--- config.mk ---
export PLATFORM = sky130hd
export DESIGN_NAME = vruntime_fair_task_picker_top
export DESIGN_NICKNAME = d
export VERILOG_FILES = /design/src/rtl/vftp_pkg.sv /design/src/rtl/vftp_ctrl.sv /design/src/rtl/vftp_dp.sv /design/src/rtl/vruntime_fair_task_picker_top.sv
export SDC_FILE = /design/constraint.sdc
export NUM_CORES = 2
export LEC_CHECK = 0
export BUFFER_PORTS_ARGS = -buffer_cell sky130_fd_sc_hd__clkbuf_2
export CORE_UTILIZATION = 50
export DETAILED_ROUTE_END_ITERATION = 8
export PLACE_DENSITY = 0.75
export SYNTH_ARGS = -nofsm -noshare
export SYNTH_HDL_FRONTEND = slang
export SYNTH_SLANG_ARGS = --single-unit
--- constraint.sdc ---
create_clock -name clk -period 16.8 [get_ports clk]
set_input_delay 5.04 -clock clk [delete_from_list [all_inputs] [get_ports clk]]
set_output_delay 5.04 -clock clk [all_outputs]
set_load 0.05 [all_outputs]
--- src/rtl/vftp_pkg.sv ---
// Package for the task picker: slot constants, opcodes, state codes and payload words.
// Depends on nothing; every module of the block uses it.
`default_nettype none
package vftp_pkg;
  localparam int Slots = 16;
  localparam int SlotW = 4;

  localparam logic [2:0] OP_TICK = 3'd0;
  localparam logic [2:0] OP_SWITCH = 3'd1;
  localparam logic [2:0] OP_ADD = 3'd2;
  localparam logic [2:0] OP_REMOVE = 3'd3;
  localparam logic [2:0] OP_NICE = 3'd4;
  localparam logic [2:0] OP_STATE = 3'd5;

  localparam logic [1:0] ST_READY = 2'd0;
  localparam logic [1:0] ST_RUNNING = 2'd1;
  localparam logic [1:0] ST_BLOCKED = 2'd2;
  localparam logic [1:0] ST_ENDED = 2'd3;

  localparam logic [0:0] REG_TIMESLICE = 1'd0;
  localparam logic [0:0] REG_POOL = 1'd1;

  typedef struct packed {
    logic [2:0] opcode;
    logic [3:0] slot;
    logic signed [7:0] nice_value;
    logic [1:0] new_state;
  } in_word_t;

  typedef struct packed {
    logic [3:0] current_slot;
    logic switched;
    logic used_fallback;
    logic [31:0] tick_count;
  } out_word_t;

  // Command from the controller to the datapath.
  typedef struct packed {
    logic start;      // latch the item, begin its work
    logic walk;       // examine one ring member
    logic scan;       // examine one pool slot
    logic finish;     // commit the pick / the edit
    logic pred;       // examine one slot as a ring predecessor
  } dp_cmd_t;

  typedef struct packed {
    logic walk_done;
    logic scan_done;
    logic pred_done;
    logic needs_walk;
    logic needs_pred;
  } dp_sts_t;

  // Vruntime increment 10240 / max(1, 1024 - 40 * nice) for nice -20..19, as a table.
  // Stored nice values are always clamped, so other codes never reach it.
  function automatic logic [31:0] vr_inc(input logic signed [5:0] nice);
    logic [31:0] inc;
    case (nice)
      -6'sd20, -6'sd19, -6'sd18: inc = 32'd5;
      -6'sd17, -6'sd16, -6'sd15, -6'sd14, -6'sd13, -6'sd12, -6'sd11: inc = 32'd6;
      -6'sd10, -6'sd9, -6'sd8, -6'sd7: inc = 32'd7;
      -6'sd6, -6'sd5, -6'sd4, -6'sd3: inc = 32'd8;
      -6'sd2, -6'sd1: inc = 32'd9;
      6'sd0, 6'sd1, 6'sd2: inc = 32'd10;
      6'sd3, 6'sd4: inc = 32'd11;
      6'sd5: inc = 32'd12;
      6'sd6, 6'sd7: inc = 32'd13;
      6'sd8: inc = 32'd14;
      6'sd9: inc = 32'd15;
      6'sd10: inc = 32'd16;
      6'sd11: inc = 32'd17;
      6'sd12: inc = 32'd18;
      6'sd13: inc = 32'd20;
      6'sd14: inc = 32'd22;
      6'sd15: inc = 32'd24;
      6'sd16: inc = 32'd26;
      6'sd17: inc = 32'd29;
      6'sd18: inc = 32'd33;
      6'sd19: inc = 32'd38;
      default: inc = 32'd10;
    endcase
    return inc;
  endfunction
endpackage
`default_nettype wire

--- src/rtl/vftp_ctrl.sv ---
// Controller state machine of the task picker: sequences ring walk, pool scan and edits.
// Depends on vftp_pkg.
`default_nettype none
module vftp_ctrl (
  input  wire logic clk,
  input  wire logic rst,
  input  wire logic in_go,
  input  wire vftp_pkg::dp_sts_t sts,
  input  wire logic out_free,
  output vftp_pkg::dp_cmd_t cmd,
  output logic busy
);
  typedef enum logic [5:0] {
    S_IDLE = 6'b000001, S_DECIDE = 6'b000010, S_WALK = 6'b000100,
    S_SCAN = 6'b001000, S_PRED = 6'b010000, S_DONE = 6'b100000
  } state_t;
  state_t state, state_next;

  always_ff @(posedge clk) begin
    if (rst) state <= S_IDLE;
    else state <= state_next;
  end

  always_comb begin
    state_next = state;
    cmd = '0;
    case (state)
      S_IDLE: begin
        if (in_go) begin
          cmd.start = 1'b1;
          state_next = S_DECIDE;
        end
      end
      S_DECIDE: begin
        if (sts.needs_walk) state_next = S_WALK;
        else if (sts.needs_pred) state_next = S_PRED;
        else state_next = S_DONE;
      end
      S_WALK: begin
        cmd.walk = 1'b1;
        if (sts.walk_done) state_next = S_SCAN;
      end
      S_SCAN: begin
        cmd.scan = 1'b1;
        if (sts.scan_done) state_next = S_DONE;
      end
      S_PRED: begin
        cmd.pred = 1'b1;
        if (sts.pred_done) state_next = S_DONE;
      end
      S_DONE: begin
        if (out_free) begin
          cmd.finish = 1'b1;
          state_next = S_IDLE;
        end
      end
      default: state_next = S_IDLE;
    endcase
  end

  assign busy = (state != S_IDLE);

  a_start_idle: assert property (@(posedge clk) disable iff (rst)
    cmd.start |-> !$past(busy) || $past(cmd.finish)) else $error("start while busy");
  a_fin_done: assert property (@(posedge clk) disable iff (rst)
    cmd.finish |=> state == S_IDLE) else $error("finish not to idle");
  a_walk_scan: assert property (@(posedge clk) disable iff (rst)
    (cmd.walk && sts.walk_done) |=> state == S_SCAN) else $error("walk exit");
endmodule
`default_nettype wire

--- src/rtl/vftp_dp.sv ---
// Datapath of the task picker: task table, ring, tick counter and pick registers.
// Depends on vftp_pkg; driven by vftp_ctrl.
`default_nettype none
module vftp_dp (
  input  wire logic clk,
  input  wire logic rst,
  input  wire vftp_pkg::in_word_t in_word,
  input  wire vftp_pkg::dp_cmd_t cmd,
  input  wire logic [7:0] timeslice,
  input  wire logic [4:0] pool,
  output vftp_pkg::dp_sts_t sts,
  output vftp_pkg::out_word_t res
);
  localparam int SW = vftp_pkg::SlotW;
  localparam int CW = SW + 1;

  logic [1:0] tstate [vftp_pkg::Slots];
  logic [31:0] vrun [vftp_pkg::Slots];
  logic signed [5:0] tnice [vftp_pkg::Slots];
  logic [7:0] slice [vftp_pkg::Slots];
  logic [31:0] cpu [vftp_pkg::Slots];
  logic [SW-1:0] rnext [vftp_pkg::Slots];
  logic [vftp_pkg::Slots-1:0] in_ring;
  logic [SW-1:0] head;
  logic nonempty;
  logic [SW-1:0] running;
  logic [31:0] ticks;

  vftp_pkg::in_word_t item;
  logic [SW-1:0] walk_cur, best, pred;
  logic [CW-1:0] cnt;
  logic fb, pred_found;

  logic [CW-1:0] lim;
  logic best_ready, cur_ready, valid_slot;
  logic signed [5:0] nice_cl;

  assign lim = (pool > CW'(vftp_pkg::Slots)) ? CW'(vftp_pkg::Slots) : pool;
  assign best_ready = tstate[best] == vftp_pkg::ST_READY;
  assign cur_ready = tstate[walk_cur] == vftp_pkg::ST_READY;
  assign valid_slot = 1'b1;

  always_comb begin
    if (item.nice_value < -8'sd20) nice_cl = -6'sd20;
    else if (item.nice_value > 8'sd19) nice_cl = 6'sd19;
    else nice_cl = item.nice_value[5:0];
  end

  assign sts.needs_walk = item.opcode == vftp_pkg::OP_SWITCH && nonempty;
  assign sts.needs_pred = item.opcode == vftp_pkg::OP_REMOVE && valid_slot && nonempty
                          && in_ring[item.slot] && rnext[item.slot] != item.slot;
  assign sts.walk_done = cnt == CW'(vftp_pkg::Slots - 1) || rnext[walk_cur] == head;
  assign sts.scan_done = best_ready || cnt >= lim
                         || tstate[cnt[SW-1:0]] == vftp_pkg::ST_READY;
  assign sts.pred_done = pred_found || cnt == CW'(vftp_pkg::Slots - 1);

  logic [SW-1:0] pick;
  always_comb begin
    if (!nonempty) pick = '0;
    else pick = best;
  end

  always_ff @(posedge clk) begin
    if (rst) begin
      for (int i = 0; i < vftp_pkg::Slots; i++) begin
        tstate[i] <= vftp_pkg::ST_ENDED;
        vrun[i] <= '0;
        tnice[i] <= '0;
        slice[i] <= '0;
        cpu[i] <= '0;
        rnext[i] <= '0;
      end
      tstate[0] <= vftp_pkg::ST_READY;
      in_ring <= '0;
      head <= '0;
      nonempty <= 1'b0;
      running <= '0;
      ticks <= '0;
      res <= '0;
      fb <= 1'b0;
      cnt <= '0;
      pred_found <= 1'b0;
    end else begin
      if (cmd.start) begin
        item <= in_word;
        walk_cur <= head;
        best <= head;
        cnt <= '0;
        fb <= 1'b0;
        pred_found <= 1'b0;
        if (in_word.opcode == vftp_pkg::OP_SWITCH && running != '0
            && slice[running] == '0)
          slice[running] <= timeslice;
      end
      if (cmd.walk) begin
        // The first ready member wins ties; strictly smaller vruntime replaces it.
        if (cur_ready && (!best_ready || vrun[walk_cur] < vrun[best])) best <= walk_cur;
        walk_cur <= rnext[walk_cur];
        cnt <= sts.walk_done ? '0 : cnt + 1'b1;
      end
      if (cmd.scan && !best_ready) begin
        if (cnt < lim && tstate[cnt[SW-1:0]] == vftp_pkg::ST_READY) begin
          best <= cnt[SW-1:0];
          fb <= 1'b1;
        end else if (cnt >= lim) begin
          best <= '0;
        end
        cnt <= cnt + 1'b1;
      end
      if (cmd.pred && !pred_found) begin
        if (in_ring[cnt[SW-1:0]] && rnext[cnt[SW-1:0]] == item.slot) begin
          pred <= cnt[SW-1:0];
          pred_found <= 1'b1;
        end else begin
          cnt <= cnt + 1'b1;
        end
      end
      if (cmd.finish) begin
        res.switched <= 1'b0;
        res.used_fallback <= 1'b0;
        res.current_slot <= running;
        res.tick_count <= ticks;
        case (item.opcode)
          vftp_pkg::OP_TICK: begin
            if (running != '0) begin
              cpu[running] <= cpu[running] + 32'd1;
              vrun[running] <= vrun[running] + vftp_pkg::vr_inc(tnice[running]);
              if (slice[running] != '0) slice[running] <= slice[running] - 8'd1;
            end
            ticks <= ticks + 32'd1;
            res.tick_count <= ticks + 32'd1;
          end
          vftp_pkg::OP_SWITCH: begin
            res.used_fallback <= nonempty && fb;
            if (pick != running) begin
              running <= pick;
              res.current_slot <= pick;
              res.switched <= 1'b1;
              if (tstate[pick] == vftp_pkg::ST_READY) tstate[pick] <= vftp_pkg::ST_RUNNING;
            end
          end
          vftp_pkg::OP_ADD: begin
            tnice[item.slot] <= '0;
            vrun[item.slot] <= ticks;
            slice[item.slot] <= timeslice;
            tstate[item.slot] <= vftp_pkg::ST_READY;
            if (!in_ring[item.slot]) begin
              in_ring[item.slot] <= 1'b1;
              if (!nonempty) begin
                head <= item.slot;
                rnext[item.slot] <= item.slot;
                nonempty <= 1'b1;
              end else begin
                rnext[item.slot] <= rnext[head];
                rnext[head] <= item.slot;
              end
            end
          end
          vftp_pkg::OP_REMOVE: begin
            if (nonempty && in_ring[item.slot]) begin
              if (rnext[item.slot] == item.slot) begin
                nonempty <= 1'b0;
                head <= '0;
              end else begin
                if (pred_found) rnext[pred] <= rnext[item.slot];
                if (head == item.slot) head <= rnext[item.slot];
              end
              // A self-predecessor cannot occur here, so this write is not overridden.
              if (!(pred_found && pred == item.slot)) rnext[item.slot] <= '0;
              in_ring[item.slot] <= 1'b0;
            end
          end
          vftp_pkg::OP_NICE: tnice[item.slot] <= nice_cl;
          vftp_pkg::OP_STATE: tstate[item.slot] <= item.new_state;
          default: ;
        endcase
      end
    end
  end

  a_fb_scan: assert property (@(posedge clk) disable iff (rst)
    $rose(fb) |-> $past(cmd.scan)) else $error("fallback flag outside scan");
  a_ticks: assert property (@(posedge clk) disable iff (rst)
    (ticks != $past(ticks)) |-> $past(cmd.finish && item.opcode == vftp_pkg::OP_TICK))
    else $error("tick count moved");
  a_ring: assert property (@(posedge clk) disable iff (rst)
    !nonempty |-> in_ring == '0) else $error("ring members with empty ring");
endmodule
`default_nettype wire

--- src/rtl/vruntime_fair_task_picker_top.sv ---
// Top level of the task picker: configuration registers, output register, ctrl and dp.
// Depends on vftp_pkg, vftp_ctrl and vftp_dp.
//
// Input words (opcode, slot, nice_value, new_state) arrive on in_valid/in_stall;
// one result word per input leaves on out_valid/out_stall. The block handles one
// word at a time: in_stall is high from acceptance until its result is loaded.
// Tick, add, set nice and set state pass from acceptance through the decide state
// to the finish step; remove of a multi-member ring member first searches the
// slots for its ring predecessor; switch on a non-empty ring walks the ring one
// member a cycle, then scans the pool one slot a cycle until a ready slot is found
// or the pool limit is reached, unless the walk already found a ready member.
// A result held under out_stall keeps its value; the next word may be accepted
// meanwhile, but its result waits until the output register is free.
// Configuration: cfg_valid/cfg_ready, cfg_index 0 timeslice reload, 1 pool size;
// cfg_ready is always high. Reset (rst, synchronous) empties the ring, makes slot 0
// the idle task, clears the tick count and loads timeslice 10, pool 1.
`default_nettype none
module vruntime_fair_task_picker_top (
  input  wire logic clk,
  input  wire logic rst,
  input  wire logic in_valid,
  output logic in_stall,
  input  wire vftp_pkg::in_word_t in_data,
  output logic out_valid,
  input  wire logic out_stall,
  output vftp_pkg::out_word_t out_data,
  input  wire logic cfg_valid,
  output logic cfg_ready,
  input  wire logic [0:0] cfg_index,
  input  wire logic [7:0] cfg_data
);
  logic [7:0] timeslice;
  logic [4:0] pool;
  vftp_pkg::dp_cmd_t cmd;
  vftp_pkg::dp_sts_t sts;
  vftp_pkg::out_word_t res;
  logic busy, out_free, pend;

  assign cfg_ready = 1'b1;
  always_ff @(posedge clk) begin
    if (rst) begin
      timeslice <= 8'd10;
      pool <= 5'd1;
    end else if (cfg_valid) begin
      case (cfg_index)
        vftp_pkg::REG_TIMESLICE: timeslice <= cfg_data;
        vftp_pkg::REG_POOL: pool <= cfg_data[4:0];
        default: ;
      endcase
    end
  end

  assign in_stall = busy;
  assign out_free = !out_valid || !out_stall;

  vftp_ctrl u_ctrl (.clk, .rst, .in_go(in_valid), .sts, .out_free, .cmd, .busy);
  vftp_dp u_dp (.clk, .rst, .in_word(in_data), .cmd, .timeslice, .pool, .sts, .res);

  // The result register of the datapath loads on finish; pend then sets out_valid.
  always_ff @(posedge clk) begin
    if (rst) begin
      pend <= 1'b0;
      out_valid <= 1'b0;
    end else begin
      pend <= cmd.finish;
      if (pend) out_valid <= 1'b1;
      else if (!out_stall) out_valid <= 1'b0;
    end
  end
  assign out_data = res;

  a_one: assert property (@(posedge clk) disable iff (rst)
    cmd.finish |-> (!out_valid || !out_stall)) else $error("result overwritten");
  a_pend: assert property (@(posedge clk) disable iff (rst)
    pend |=> out_valid) else $error("result not shown");
  a_hold: assert property (@(posedge clk) disable iff (rst)
    (out_valid && out_stall) |=> $stable(out_data)) else $error("held result moved");
endmodule
`default_nettype wire

# --- After elaboration in Yosys (flattened, before gate mapping) ---
# Memory sizes are Yosys's and may differ from the RTL's. A register that Yosys moved wholly into a read port is not among the register bits.
# Index checks and enable logic that the tools add are counted.
totals:
  ff_bits: 112
  ram_bits: 704
  mem_bits_ro: 384
  input_bits: 31
  out_inout_bits: 41
  wordCells: 288
  mem_count: 5
classes:
  add_sub_neg: 3
  n_lt_le_gt_ge: 9
  eq_ne: 31
  muxes: 160
  bitwise: 9
  n_reduce_logical: 49
mem_list:
  columns: ["name", "words", "width", "read_ports", "rd_ports_with_merged_regs", "write_ports", "line", "source"]
  rows:
  - ["u_dp.vrun", 16, 32, 3, 3, 16, "vftp_dp.sv:18", "logic [31:0] vrun [vftp_pkg::Slots];"]
  - ["(name not given)", 64, 6, 1, 0, 0, "vftp_pkg.sv:58", "case (nice)"]
  - ["u_dp.tnice", 16, 6, 1, 1, 16, "vftp_dp.sv:19", "logic signed [5:0] tnice [vftp_pkg::Slots];"]
  - ["u_dp.rnext", 16, 4, 4, 4, 16, "vftp_dp.sv:22", "logic [SW-1:0] rnext [vftp_pkg::Slots];"]
  - ["u_dp.tstate", 16, 2, 4, 3, 16, "vftp_dp.sv:17", "logic [1:0] tstate [vftp_pkg::Slots];"]
op_table:
  columns: ["cell", "n"]
  rows:
  - ["32-bit 2-to-1 mux", 7]
  - ["4-bit 2-to-1 mux", 41]
  - ["1-bit 2-to-1 mux", 79]
  - ["6-bit 2-to-1 mux", 12]
  - ["32-bit OR reduction", 2]
  - ["5-bit 2-to-1 mux", 8]
  - ["6-bit one-hot mux with 6 select lines", 1]
  - ["32-bit by 1-bit adder with 32-bit output (second input constant)", 1]
  - ["32-bit adder", 1]
  - ["32-bit < comparator", 1]
  - ["16-bit 2-to-1 mux", 2]
  - ["16-bit one-hot mux with 2 select lines", 1]
  - ["4-bit equality test", 5]
  - ["16-bit AND", 1]
  - ["2-bit != test (second input constant)", 8]
  - ["16-bit inverter", 1]
  - ["16-bit OR", 1]
  - ["1-bit logical AND", 13]
  - ["4-bit OR reduction", 3]
  - ["4-bit by 5-bit < comparator with 1-bit output (second input constant)", 2]
  - ["5-bit AND reduction", 2]
  - ["1-bit binary-select mux with 4-bit select", 2]
  - ["8-bit by 6-bit > comparator with 1-bit output (second input constant)", 1]
  - ["2-bit logical NOT", 4]
  - ["other kinds (37)", 62]

# --- Longest topological paths before layout ---
# An unclocked memory read counts as a cell.
depth:
  word_depth: 12
  depth_mapped: 32
  ltp_nobuf: 21

# --- Modules after synthesis ---
# Synthesis repeated with hierarchy kept, for this count alone.
hier_totals:
  cells_unflattened: 3809
  area_unflattened_um2: 50646.1
modules_own_cells:
  columns: ["module", "instances", "cells_per_inst", "area_each_um2", "seq_area_each_um2"]
  rows:
  - ["vftp_dp", 1, 3691, 49591.3, 23812.8]
  - ["vruntime_fair_task_picker_top", 1, 64, 635.6, 300.3]
  - ["vftp_ctrl", 1, 54, 419.2, 120.1]

# --- Worst setup path before layout ---
# OpenSTA, ideal clock, no wires.
synth_timing:
  kind: "input-to-reg"
  start: "in out_stall"
  end: "mem u_dp.vrun[9][0] (enable)"
  setup_time_ns: 0.389
  arrival_time_ns: 7.423
  t_required_ns: 16.411
  setup_slack_ns: 8.988
  cell_stages: 8
  n_path_buf: 1
  path_cell_list: "nand2_1 nand4_1 nor2_1 mux2i_1 and2_1 nand2_1 clkbuf_1 nand2_1"
synth_lines:
  columns: ["item", "line", "source"]
  rows:
  - ["start, declared", "vruntime_fair_task_picker_top.sv:25", "input wire logic out_stall,"]
  - ["end, declared", "vftp_dp.sv:18", null]

==> results by group <==
Outcome
  • Status: complete, no violations

Place
  • Placer congestion estimate: roughly 0.96
  • Port Buf Inserts: 67
  • HPWL after DPL: ~95 mm
  • Cell total after placement: 4931

Timing
  • Final Setup Violations: 0
  • Period minus WS final: around 9 ns
  • Worst-case headroom to the max-slew limit: about a tenth
  • Final Max Slew Viols: 0
  • Hold Fails Final Rpt: 0
  • Worst Max-Slew Pin Slew: ~1.4 ns
  • Highest clock rate: 109 MHz
  • Hold WS: approximately 0.46 ns
  • Final Cycle Share: a little over half
  • RSZ-0062 raised after global routing: false
  • Post-route setup TNS: 0 ns
  • Worst clock skew: roughly 0.047 ns

Clock tree
  • Clock sinks: 836
  • Max Buffers Root-to-Sink: 3
  • CTS tree: built
  • Cts repair resizes: 0
  • Setup Buffers After CTS: 0
  • Clk_lat worst skew: ~0.69 ns
  • Inserted Clock Buffers: 89
  • H-tree Lvls: 3
  • CTS Root Cell: clkbuf_16
  • Hold-fix buffers at CTS: 0
  • Clock Pin Slew Worst Setup and Hold Paths: 0.06 ns

Global routing
  • Grt total ovfl: 0
  • Number of global-route vias before repair: 36185
  • Initial antenna violation count: 1
  • GRT Util Overall: around 31%
  • Global-route wire length before repair: approximately 230 mm
  • Largest net degree at the start of global routing: 97

Floorplan
  • Row Count: around 120
  • Die W: 320 µm
  • Die height: 320 µm
  • Initial core utilization: around half
  • DIE AREA: 0.102 mm²
  • IO Pins: 72
  • Core Region: around 0.10 mm²

Final layout
  • Final Net Count: approximately 3800
  • Ant diodes: 0
  • Non-filler cells, final: just over 5000
  • Layout cells sized above 1: approximately a quarter
  • Area growth syn-to-layout: 8.43%
  • Fillers: about 8000
  • Most frequent cells in the layout: 733 x edfxtp_1, 654 x nor2_1, 515 x mux4_2, 208 x nand2_1, 136 x nor3_1
  • Commonest non-fill, non-tap cell in the layout: edfxtp_1

Power and ir drop
  • Pint: ~3.8 mW
  • Max VDD drop: slightly above 0.00008 V
  • Clock power share: around two fifths
  • Sequential group share of total power: around 47%
  • Leakage power: 18.7 nW
  • Overall Power: between 5 and 6 mW
  • Combinational share of power: 11.3%
  • Sw Pwr: about 1.3 mW
  • Pwr dens: about 90 mW/mm²
  • Sw Ratio: about 25%

Job
  • Max Cap Viol: 0

Yosys
  • Cell Area, Synth: about 0.051 mm²
  • Yosys warns: 0
  • Post-synth EDFFs: around 730
  • Cell variety after synth: 98
  • Post-Syn Area per Cell: between 10 and 15 µm²
  • Synth area leaders: edfxtp_1 43%, mux4_2 23%, nor2_1 4.9%, dfxtp_1 4.1%, mux4_1 3.1%
  • Post-synthesis sequential area ratio: 47.6%
  • Yosys reg bits: ~840
  • Primary FF master, synth: edfxtp_1
  • Cells after Synth: 3812
  • Yosys top cell area share: roughly 43%
  • Async set-reset flop share out of synthesis: 0%
  • Syn Nets: approximately 3900
  • Area leader, netlist: edfxtp_1

Setup path
  • Critical-path maximum fanout: 34
  • CP Cell Sequence: buf_4 > inv_2 > nand4_1 > nor2_4 > buf_4 > mux2i_1 > nor2b_1 > nand2_2 > buf_4 > nand2_2 > buf_4
  • Arrival time worst endpoint: 9.51 ns
  • Worst path bufs/invs: 5
  • Delay-heaviest family, CP: buffers and inverters
  • Reg2Reg Capture Point: u_dp.vrun[6][22]
  • Critical Path Start Type: primary input
  • Endpoint class of the critical path: register
  • CP dominant cell by count: buf_4
  • Crit path max-delay cell type: mux2i_1
  • Critical Path RT: approximately 17 ns
  • Crit path kind: in -> reg
  • R2R setup slack: approximately 9.0 ns
  • R2R cell count: 14
  • Crit path largest cell delay: approximately 0.67 ns

Hold path
  • Hold WC Path Type: reg -> reg
  • Worst Hold End: out_valid
  • Hold path cells: 1
  • Worst hold start: pend

Route
  • Routed WL: about 160 mm
  • DR iter-0 viols: roughly 5800
  • DR vias: between 30000 and 40000
  • Routed Antenna Nets: 0
  • Wire per inst: between 30 and 40 µm
  • DRT Pass-1 Iters: 8
  • Drt drc: 0
  • Via-to-Cell Ratio: between 7 and 8
[cell type report]
type | instances | area (µm²) | share of cell area (%)
Timing Repair Buffer | 155 | 1020 | 1.87
Sequential cell | 836 | 24100 | 43.9
Multi-Input combinational cell | 2581 | 24800 | 45.2
Clock buffer | 112 | 2490 | 4.54
Inverter | 61 | 229 | 0.417
Clock inverter | 51 | 609 | 1.11
Tap cell | 1298 | 1620 | 2.96
[Yosys cell counts (all sizes together) (4+ instances only)]
master / instances
a211o: 6
a211oi: 20
a21o: 28
a21oi: 100
a221oi: 11
a22o: 14
a22oi: 16
a31o: 6
a31oi: 14
and2: 26
and3: 12
and3b: 17
buf: 117
clkbuf: 216
dfxtp: 103
edfxtp: 733
ha: 51
inv: 59
mux2: 29
mux2i: 125
mux4: 575
nand2: 237
nand2b: 23
nand3: 111
nand3b: 4
nand4: 42
nand4b: 5
nor2: 658
nor2b: 21
nor3: 142
nor3b: 4
nor4: 22
nor4b: 4
o211ai: 5
o21a: 12
o21ai: 82
o31a: 5
o31ai: 7
or2: 12
or3: 12
xnor2: 26
xor2: 42
[cell families (layout without fill, tap and decap cells)]
family                     Yosys count  after routing  synth area share, %
and+or+nand+nor                   1365           1365                 12.2
DFF                                836            836                 47.6
muxes                              729            729                 29.2
buffers and inverters              395            379                 3.72
AOI/OAI and AO/OA                  366            366                 4.87
xor gates and xnor gates            68             68                 1.18
adders and majority gates           52             52                 1.30
other                                1              1              0.00741
[power by group through the flow]
stage | combinational, mW | sequential, mW | clock (mW)
6_report | 0.577 | 2.40 | 2.11
5_1_grt | 0.605 | 2.41 | 2.19
4_1_cts | 0.567 | 2.40 | 2.11
3_5_place_dp | 0.563 | 2.44 | 0
3_3_place_gp | 0.555 | 2.43 | 0
2_1_floorplan | 0.441 | 2.39 | 0
[routing by layer]
layer	routed length (µm)	GRT usage, %
met1	53200	39.7
met2	71600	47.4
met3	21800	7.47
met4	9920	16.6
met5	0	0
[flip-flops by register name, indices dropped and copies added (netlist names), 6 cells and up, named ones only]
signal        flops
u_dp.vrun       512
u_dp.tnice       96
u_dp.rnext       64
u_dp.res         38
u_dp.tstate      32
u_dp.item        17
u_ctrl.state      6
[stage by stage]
step | utilization (%) | area (µm²) | worst slack (ns)
2_1_floorplan | - | 50600 | 8.99
3_3_place_gp | 51.7 | 51800 | 7.22
3_5_place_dp | 51.7 | 51800 | 7.20
4_1_cts | 54.8 | 54900 | 7.87
5_1_grt | 54.8 | 54900 | 7.65
6_report | 54.8 | 54900 | 7.66
[worst max-delay path by stage]
| stage | start | endpoint | slack, ns | cells past startpoint |
|---|---|---|---|---|
| 2_1_floorplan | out_stall | u_dp.vrun[9][0] | 8.99 | 8 |
| 3_3_place_gp | rst | u_dp.vrun[2][29] | 7.22 | 12 |
| 3_5_place_dp | rst | u_dp.vrun[2][31] | 7.20 | 12 |
| 4_1_cts | rst | u_dp.vrun[2][19] | 7.87 | 12 |
| 5_1_grt | rst | u_dp.vrun[3][19] | 7.65 | 11 |
| 6_report | rst | u_dp.vrun[3][19] | 7.66 | 11 |
Power figures use the tool's default switching activity.
